===== src/sv/lprt_pkg.sv =====
// Shared types, codes and helpers for the longest-prefix route table.
package lprt_pkg;

    localparam int unsigned ENTRIES_DEF = 16;
    localparam int unsigned IFACES_DEF  = 16;

    localparam logic [31:0] ALL_ONES = 32'hffff_ffff;
    localparam logic [5:0]  PLEN_MAX = 6'd32;

    typedef enum logic [2:0] {
        CMD_ADD_IF  = 3'd0,
        CMD_ADD_GW  = 3'd1,
        CMD_FWD     = 3'd2,
        CMD_SELF    = 3'd3,
        CMD_SRC     = 3'd4
    } lprt_cmd_t;

    typedef enum logic [1:0] {
        STAT_OK        = 2'd0,
        STAT_NOT_FOUND = 2'd1,
        STAT_FULL      = 2'd2
    } lprt_status_t;

    typedef enum logic [1:0] {
        ST_IDLE,
        ST_SCAN,
        ST_FINISH
    } lprt_state_t;

    typedef struct packed {
        logic [2:0]  cmd;
        logic [31:0] addr;
        logic [5:0]  prefix_len;
        logic [31:0] gateway_addr;
        logic [3:0]  iface;
    } lprt_req_t;

    typedef struct packed {
        logic [1:0]  status;
        logic [3:0]  out_iface;
        logic [31:0] next_hop;
        logic [31:0] src_addr;
        logic        is_broadcast;
    } lprt_rsp_t;

    // One stored record, one memory word.
    typedef struct packed {
        logic [31:0] addr;
        logic [31:0] network;
        logic [31:0] bcast;
        logic [5:0]  plen;
        logic [31:0] gateway;
        logic [31:0] gw_src;
        logic [3:0]  iface;
    } lprt_rec_t;

    function automatic logic [31:0] mask_of(input logic [5:0] plen);
        logic [31:0] m;
        if (plen == 6'd0)
            m = 32'd0;
        else if (plen >= PLEN_MAX)
            m = ALL_ONES;
        else
            m = ~(ALL_ONES >> plen);
        return m;
    endfunction

endpackage


===== src/sv/lprt_ram.sv =====
// Generic single-write, single-read RAM with registered read data.
module lprt_ram #(
    parameter int unsigned WIDTH = 8,
    parameter int unsigned DEPTH = 16,
    localparam int unsigned AW   = (DEPTH > 1) ? $clog2(DEPTH) : 1
) (
    input  logic             clk,
    input  logic             we,
    input  logic [AW-1:0]    waddr,
    input  logic [WIDTH-1:0] wdata,
    input  logic [AW-1:0]    raddr,
    output logic [WIDTH-1:0] rdata
);

    logic [WIDTH-1:0] mem [DEPTH];

    always_ff @(posedge clk)
    begin
        if (we)
        begin
            mem[waddr] <= wdata;
        end
        rdata <= mem[raddr];
    end

endmodule


===== src/sv/longest_prefix_route_table_core.sv =====
// Top level of the IPv4 longest-prefix route table.
//
// Usage:
//   req channel (req_valid / req_stall / req) carries one command item:
//   add interface, add gateway route, forward, self or source lookup.
//   rsp channel (rsp_valid / rsp_stall / rsp) returns exactly one result
//   item per command, in command order.
//   Records live in one RAM with a registered read. Every scan walks the
//   n stored records from newest to oldest, one read per cycle, as the
//   RAM has a single read port. An add writes its record in the finish
//   state, so the next command always sees it.
//   req_stall is low only while the core is idle. A finished result waits
//   in the output register; the core takes the next item meanwhile and
//   holds its own result in the finish state until rsp_stall lets the
//   register drain.
//   Reset (rst_n low, asynchronous) empties the table by clearing the
//   record count; the RAM itself is not cleared, as unwritten words are
//   never read.
module longest_prefix_route_table_core
    import lprt_pkg::*;
#(
    parameter int unsigned ENTRIES = ENTRIES_DEF,
    parameter int unsigned IFACES  = IFACES_DEF
) (
    input  logic      clk,
    input  logic      rst_n,
    input  logic      req_valid,
    output logic      req_stall,
    input  lprt_req_t req,
    output logic      rsp_valid,
    input  logic      rsp_stall,
    output lprt_rsp_t rsp
);

    localparam int unsigned IDX_W = (ENTRIES > 1) ? $clog2(ENTRIES) : 1;
    localparam int unsigned CNT_W = $clog2(ENTRIES + 1);

    // FSM and counters
    lprt_state_t      state_reg, state_next;
    logic [CNT_W-1:0] count_reg, count_next;   // records stored
    logic [CNT_W-1:0] left_reg,  left_next;    // reads still to issue
    logic             rd_valid_reg, rd_valid_next;
    logic [CNT_W-1:0] left_dec;

    // latched command
    lprt_req_t   cmd_reg, cmd_next;
    logic [31:0] key;
    logic        table_full;
    logic        iface_ok;
    logic        need_scan;

    // best matches: all records (b0), interface records (b1), self hit
    logic        b0_valid_reg, b0_valid_next;
    lprt_rec_t   b0_rec_reg,   b0_rec_next;
    logic        b1_valid_reg, b1_valid_next;
    logic [5:0]  b1_plen_reg,  b1_plen_next;
    logic [31:0] b1_addr_reg,  b1_addr_next;
    logic        found_reg,    found_next;
    logic [3:0]  sf_iface_reg, sf_iface_next;
    logic [31:0] sf_addr_reg,  sf_addr_next;
    logic        sf_bc_reg,    sf_bc_next;

    // output register
    logic        rsp_valid_reg, rsp_valid_next;
    lprt_rsp_t   rsp_reg,       rsp_next;

    // FSM outputs
    logic        req_acc;
    logic        scan_issue;
    logic        fin_go;

    // RAM
    logic                        mem_we;
    logic [IDX_W-1:0]            mem_waddr;
    logic [IDX_W-1:0]            mem_raddr;
    logic [$bits(lprt_rec_t)-1:0] mem_rdata_raw;
    lprt_rec_t                   mem_rdata;
    lprt_rec_t                   new_rec;
    logic [5:0]                  new_plen;
    logic [31:0]                 new_mask;

    // scan compare on the word just read
    logic [31:0] rd_mask;
    logic        rd_match;
    logic        rd_is_if;
    logic        rd_if_sel;

    lprt_ram #(
        .WIDTH ($bits(lprt_rec_t)),
        .DEPTH (ENTRIES)
    ) u_rec_ram (
        .clk   (clk),
        .we    (mem_we),
        .waddr (mem_waddr),
        .wdata (new_rec),
        .raddr (mem_raddr),
        .rdata (mem_rdata_raw)
    );

    assign mem_rdata = lprt_rec_t'(mem_rdata_raw);

    // ---------------- command decode ----------------
    assign key        = (cmd_reg.cmd == CMD_ADD_GW) ? cmd_reg.gateway_addr : cmd_reg.addr;
    assign table_full = (count_reg >= CNT_W'(ENTRIES));
    assign iface_ok   = ({5'd0, cmd_reg.iface} < 9'(IFACES));

    // decode of the incoming item, used at acceptance
    always_comb
    begin
        need_scan = 1'b0;
        case (req.cmd)
            CMD_ADD_GW: need_scan = (count_reg < CNT_W'(ENTRIES));
            CMD_FWD:    need_scan = 1'b1;
            CMD_SELF:   need_scan = 1'b1;
            CMD_SRC:    need_scan = ({5'd0, req.iface} < 9'(IFACES));
            default:    need_scan = 1'b0;
        endcase
    end

    // ---------------- next state ----------------
    always_comb
    begin
        state_next = state_reg;
        case (state_reg)
            ST_IDLE:
            begin
                if (req_valid)
                    state_next = ST_SCAN;
            end
            ST_SCAN:
            begin
                if (left_reg == '0)
                    state_next = ST_FINISH;
            end
            ST_FINISH:
            begin
                if (!rsp_valid_reg || !rsp_stall)
                    state_next = ST_IDLE;
            end
            default: state_next = ST_IDLE;
        endcase
    end

    // ---------------- FSM outputs ----------------
    always_comb
    begin
        req_stall  = 1'b1;
        scan_issue = 1'b0;
        fin_go     = 1'b0;
        case (state_reg)
            ST_IDLE:   req_stall  = 1'b0;
            ST_SCAN:   scan_issue = (left_reg != '0);
            ST_FINISH: fin_go     = !rsp_valid_reg || !rsp_stall;
            default:   req_stall  = 1'b1;
        endcase
    end

    assign req_acc   = req_valid && !req_stall;
    assign left_dec  = left_reg - CNT_W'(1);
    assign mem_raddr = left_dec[IDX_W-1:0];
    assign mem_waddr = count_reg[IDX_W-1:0];

    // ---------------- scan compare ----------------
    assign rd_mask   = mask_of(mem_rdata.plen);
    assign rd_match  = ((key & rd_mask) == mem_rdata.network);
    assign rd_is_if  = (mem_rdata.gateway[31:24] == 8'd0);
    // source lookup narrows the interface-record match to one interface
    assign rd_if_sel = rd_is_if &&
                       ((cmd_reg.cmd != CMD_SRC) || (mem_rdata.iface == cmd_reg.iface));

    // ---------------- new record for adds ----------------
    assign new_plen = (cmd_reg.prefix_len > PLEN_MAX) ? PLEN_MAX : cmd_reg.prefix_len;
    assign new_mask = mask_of(new_plen);

    always_comb
    begin
        new_rec.addr    = cmd_reg.addr;
        new_rec.network = cmd_reg.addr & new_mask;
        new_rec.bcast   = cmd_reg.addr | ~new_mask;
        new_rec.plen    = new_plen;
        if (cmd_reg.cmd == CMD_ADD_GW)
        begin
            new_rec.gateway = cmd_reg.gateway_addr;
            new_rec.gw_src  = b1_valid_reg ? b1_addr_reg : 32'd0;
            new_rec.iface   = b0_rec_reg.iface;
        end
        else
        begin
            new_rec.gateway = 32'd0;
            new_rec.gw_src  = 32'd0;
            new_rec.iface   = cmd_reg.iface;
        end
    end

    // ---------------- datapath next values ----------------
    always_comb
    begin
        cmd_next       = cmd_reg;
        left_next      = left_reg;
        rd_valid_next  = 1'b0;
        b0_valid_next  = b0_valid_reg;
        b0_rec_next    = b0_rec_reg;
        b1_valid_next  = b1_valid_reg;
        b1_plen_next   = b1_plen_reg;
        b1_addr_next   = b1_addr_reg;
        found_next     = found_reg;
        sf_iface_next  = sf_iface_reg;
        sf_addr_next   = sf_addr_reg;
        sf_bc_next     = sf_bc_reg;
        count_next     = count_reg;
        mem_we         = 1'b0;
        rsp_next       = rsp_reg;
        rsp_valid_next = rsp_valid_reg && rsp_stall;

        if (req_acc)
        begin
            cmd_next      = req;
            left_next     = need_scan ? count_reg : '0;
            b0_valid_next = 1'b0;
            b1_valid_next = 1'b0;
            found_next    = 1'b0;
        end

        if (scan_issue)
        begin
            left_next     = left_dec;
            rd_valid_next = 1'b1;
        end

        // newest first: strict > keeps the newer record on equal length
        if (rd_valid_reg)
        begin
            if (rd_match && (!b0_valid_reg || (mem_rdata.plen > b0_rec_reg.plen)))
            begin
                b0_valid_next = 1'b1;
                b0_rec_next   = mem_rdata;
            end
            if (rd_match && rd_if_sel && (!b1_valid_reg || (mem_rdata.plen > b1_plen_reg)))
            begin
                b1_valid_next = 1'b1;
                b1_plen_next  = mem_rdata.plen;
                b1_addr_next  = mem_rdata.addr;
            end
            if (!found_reg && rd_is_if &&
                ((mem_rdata.addr == key) || (mem_rdata.bcast == key)))
            begin
                found_next    = 1'b1;
                sf_iface_next = mem_rdata.iface;
                sf_addr_next  = mem_rdata.addr;
                sf_bc_next    = (mem_rdata.addr != key);
            end
        end

        if (fin_go)
        begin
            rsp_valid_next = 1'b1;
            rsp_next       = '{status: STAT_NOT_FOUND, out_iface: 4'd0, next_hop: 32'd0,
                               src_addr: 32'd0, is_broadcast: 1'b0};
            case (cmd_reg.cmd)
                CMD_ADD_IF:
                begin
                    if (table_full)
                        rsp_next.status = STAT_FULL;
                    else if (iface_ok)
                    begin
                        mem_we             = 1'b1;
                        count_next         = count_reg + CNT_W'(1);
                        rsp_next.status    = STAT_OK;
                        rsp_next.out_iface = cmd_reg.iface;
                        rsp_next.src_addr  = cmd_reg.addr;
                    end
                end
                CMD_ADD_GW:
                begin
                    if (table_full)
                        rsp_next.status = STAT_FULL;
                    else if (b0_valid_reg)
                    begin
                        mem_we             = 1'b1;
                        count_next         = count_reg + CNT_W'(1);
                        rsp_next.status    = STAT_OK;
                        rsp_next.out_iface = new_rec.iface;
                        rsp_next.src_addr  = new_rec.gw_src;
                    end
                end
                CMD_FWD:
                begin
                    if (b0_valid_reg)
                    begin
                        rsp_next.status    = STAT_OK;
                        rsp_next.out_iface = b0_rec_reg.iface;
                        if (b0_rec_reg.gateway[31:24] == 8'd0)
                        begin
                            rsp_next.next_hop = cmd_reg.addr;
                            rsp_next.src_addr = b0_rec_reg.addr;
                        end
                        else
                        begin
                            rsp_next.next_hop = b0_rec_reg.gateway;
                            rsp_next.src_addr = b0_rec_reg.gw_src;
                        end
                    end
                end
                CMD_SELF:
                begin
                    if (found_reg)
                    begin
                        rsp_next.status       = STAT_OK;
                        rsp_next.out_iface    = sf_iface_reg;
                        rsp_next.src_addr     = sf_addr_reg;
                        rsp_next.is_broadcast = sf_bc_reg;
                    end
                end
                CMD_SRC:
                begin
                    if (iface_ok && b1_valid_reg)
                    begin
                        rsp_next.status    = STAT_OK;
                        rsp_next.out_iface = cmd_reg.iface;
                        rsp_next.src_addr  = b1_addr_reg;
                    end
                end
                default: rsp_next.status = STAT_NOT_FOUND;
            endcase
        end
    end

    // ---------------- registers ----------------
    always_ff @(posedge clk or negedge rst_n)
    begin
        if (!rst_n)
        begin
            state_reg     <= ST_IDLE;
            count_reg     <= '0;
            left_reg      <= '0;
            rd_valid_reg  <= 1'b0;
            b0_valid_reg  <= 1'b0;
            b1_valid_reg  <= 1'b0;
            found_reg     <= 1'b0;
            rsp_valid_reg <= 1'b0;
        end
        else
        begin
            state_reg     <= state_next;
            count_reg     <= count_next;
            left_reg      <= left_next;
            rd_valid_reg  <= rd_valid_next;
            b0_valid_reg  <= b0_valid_next;
            b1_valid_reg  <= b1_valid_next;
            found_reg     <= found_next;
            rsp_valid_reg <= rsp_valid_next;
        end
    end

    always_ff @(posedge clk)
    begin
        cmd_reg      <= cmd_next;
        b0_rec_reg   <= b0_rec_next;
        b1_plen_reg  <= b1_plen_next;
        b1_addr_reg  <= b1_addr_next;
        sf_iface_reg <= sf_iface_next;
        sf_addr_reg  <= sf_addr_next;
        sf_bc_reg    <= sf_bc_next;
        rsp_reg      <= rsp_next;
    end

    assign rsp_valid = rsp_valid_reg;
    assign rsp       = rsp_reg;

`ifndef SYNTHESIS
    // the record count never passes the table size
    a_count_bound: assert property (@(posedge clk) disable iff (!rst_n)
        count_reg <= CNT_W'(ENTRIES))
        else $error("record count above table size");

    // read data only arrives while scanning
    a_read_in_scan: assert property (@(posedge clk) disable iff (!rst_n)
        rd_valid_reg |-> (state_reg == ST_SCAN))
        else $error("read data outside scan");

    // each RAM write adds exactly one record
    a_write_counts: assert property (@(posedge clk) disable iff (!rst_n)
        mem_we |=> (count_reg == $past(count_reg) + CNT_W'(1)))
        else $error("write without count step");

    // a new result only comes out of the finish state
    a_rsp_from_finish: assert property (@(posedge clk) disable iff (!rst_n)
        (rsp_valid_reg && !$past(rsp_valid_reg && rsp_stall)) |->
            ($past(state_reg) == ST_FINISH))
        else $error("result not from finish state");
`endif

endmodule

===== config.mk =====
export PLATFORM = sky130hd
export DESIGN_NAME = longest_prefix_route_table_core
export DESIGN_NICKNAME = d
export VERILOG_FILES = /design/src/sv/lprt_pkg.sv /design/src/sv/lprt_ram.sv /design/src/sv/longest_prefix_route_table_core.sv
export SDC_FILE = /design/constraint.sdc
export NUM_CORES = 2
export LEC_CHECK = 0
export BUFFER_PORTS_ARGS = -buffer_cell sky130_fd_sc_hd__buf_4
export CORE_UTILIZATION = 45
export CTS_BUF_LIST = sky130_fd_sc_hd__clkbuf_4
export DETAILED_ROUTE_END_ITERATION = 10
export GPL_ROUTABILITY_DRIVEN = 0
export PLACE_DENSITY = 0.65
export SYNTH_ARGS = -nofsm -noshare
export SYNTH_HDL_FRONTEND = slang
export SYNTH_SLANG_ARGS = --single-unit

===== constraint.sdc =====
create_clock -name clk -period 27.6 [get_ports clk]
set_input_delay 0 -clock clk [delete_from_list [all_inputs] [get_ports clk]]
set_output_delay 0 -clock clk [all_outputs]
set_load 0.005 [all_outputs]

==> metrics.txt <==
Die H=522 um; dominant cells by area after synthesis=edfxtp_1, mux4_2, dfxtp_1; clk_lat worst skew=1.62 ns; WP data arrival=7.45 ns; pin count of the biggest net entering global routing=134; pre-CTS WS=21.56 ns; final setup violation count=0; maximum root-to-sink buffer count=4; FILL cells=20,822; CP Capture Type=flip-flop; core footprint=268,000 um2; mean post-synth cell area=23.0 um2; Ports=154; first-pass GRT wire length=458 mm; DRT Wirelength=325 mm; final setup margin=21.33 ns; layout cells sized above 1=0.368; Die W=522 um; Pwr Density=101 nW/um2; DP HPWL=173 mm; Slew Limit Fails=0; Syn Inst Count=5,278; Yosys top cell by area=edfxtp_1; max FFs per register=2,720; fin util=0.525; total gr overflow=0; placed inst area=128,000 um2; vias in the first global route=63,642; commonest cells in the netlist=edfxtp_1, mux4_2, clkbuf_1; RSZ-0062 raised after global routing=no; post-route cell area=141,000 um2; initial antenna violation count=34; Synth-to-Final Area Change=15.8%; crit path kind=flip-flop to flip-flop; Max Fclk=159 MHz; count leader, synth=edfxtp_1; #FFs+latches synth=3,236; RR Startpoint=cmd_reg[75]; syn_nets=5,376; Startpoint Class=flip-flop; Netlist cell types=81; Post-Syn Area=122,000 um2; Layout Cells excl Fill=10,599; antenna-violating nets left=0; vias per cell=5.87; Hold Path Class=input pin to async pin; Num CTS Buffers=795; num rows=190; ys flop type=edfxtp_1; Worst-path clk slew=0.07 ns; outcome=finished, final reports clean; Layout Skew=0.183 ns; Initial Util=0.453; IO buf count=153; CTS root buffer=clkbuf_4; Placed Cells incl. Taps=8,863; Avg WL per Cell=30.7 um; fraction of synthesis flops using an asynchronous set or reset pin=0.00525; vias=62,219; P_leak=46.8 nW; area share of the largest cell type after synthesis=0.753; synth warn=0; DR iter-0 viols=8,423; Die ar.=272,000 um2; setup_tns=0 ns; Pre-Repair DR Iteration Count=9; CTS tree=done; reg2reg path depth=10; EDFF count, synth=3,049; Max-Cap Viols=0; Final nets=6,448; sequential share of the synthesized area=0.784; Reg2Reg Setup Slack=21.33 ns; Slew headroom=0.119; Post-CTS Setup Bufs=0; maximum VDD drop=0.000159 V; fin crit share=0.227; Num Clock Sinks=3,236; H-tree lvl count=6; final hold vios=0; Worst Path Required=28.78 ns; fin crit period=6.27 ns; DRC viols=0; GRT Util Overall=0.239; worst-margin pin slew=1.32 ns; worst r2r dst=b0_rec_reg[66]; crit-path max FO=65
critical path, stage by stage, from the launching register on:
cell and delay (ns):
edfxtp_1 1.23, or3b_4 0.79, buf_4 0.70, a21oi_1 0.24, o21ai_0 0.26, nand4_1 0.15, nor4_1 0.35, nand4_1 0.35
nor2_4 0.19, buf_4 0.59, buf_4 0.84
per-stage QoR:
stage,total power [mW],hold slack [ns]
detailed placement,10.3,-0.0932
global placement,10.2,-0.0993
finish,14.2,0.189
CTS,14.3,0.0389
floorplan,8.87,-0.296
global route,14.8,0.102
per-layer routing:
layer,global-route usage,part of all wire
met1,0.320,0.38
met2,0.384,0.48
met3,0.0532,0.096
met4,0.0884,0.036
met5,0,0.00014
cells in the final DEF, fill, tap and decap left out, drive strengths merged, types with 75 or more instances in the layout:
cell type / n
buf: 300
clkbuf: 1264
dfxtp: 170
inv: 75
mux4: 850
edfxtp: 3049
nand2: 138
clkinv: 163
a21oi: 84
dlygate4sd3: 242
final cells by class:
type | count | area [um2] | area share
repair buffers | 542 | 4840 | 0.0344
inverters | 39 | 149 | 0.00106
clock inverters | 210 | 1200 | 0.00855
clock buffers | 1264 | 9490 | 0.0674
well taps | 3552 | 4440 | 0.0316
diodes | 20 | 50.0 | 0.000355
multi-input cells | 1736 | 25200 | 0.179
flip-flops and latches | 3236 | 95400 | 0.678
cells by family after synthesis:
| family | count (synthesis) | synth area share |
|---|---|---|
| AND/OR/NAND/NOR | 452 | 0.0201 |
| AO/OA/AOI/OAI | 317 | 0.0187 |
| XOR/XNOR | 55 | 0.00396 |
| multiplexers | 894 | 0.161 |
| adder cells (fa/ha/maj) | 18 | 0.00183 |
| buffers and inverters | 306 | 0.00997 |
| flip-flops | 3236 | 0.784 |
where the power goes:
part | internal [mW] | total [mW] | switching (mW)
clock network | 2.13 | 4.07 | 1.94
registers | 5.74 | 6.11 | 0.370
logic | 1.98 | 4.05 | 2.07
timing repair:
| action | 4_1_cts | 5_1_grt |
|---|---|---|
| endpoints found under the setup margin | 0 | 0 |
| gates resized for setup | 0 | 0 |
| hold buffers | 242 | 0 |
| endpoints found under the hold margin | 962 | 0 |
how the worst max path moves through the flow:
stage / startpoint / end / slack [ns] / depth (start not counted)
after floorplan: state_reg[0] / u_rec_ram.mem[3][0] / 5.91 / 4
after global placement: cmd_reg[75] / b0_rec_reg[42] / 21.57 / 10
after detailed placement: cmd_reg[75] / b0_rec_reg[40] / 21.56 / 10
after CTS: cmd_reg[75] / b0_rec_reg[66] / 21.47 / 10
after global routing: cmd_reg[75] / b0_rec_reg[66] / 21.20 / 10
final: cmd_reg[75] / b0_rec_reg[66] / 21.33 / 10
Power figures use the tool's default switching activity.
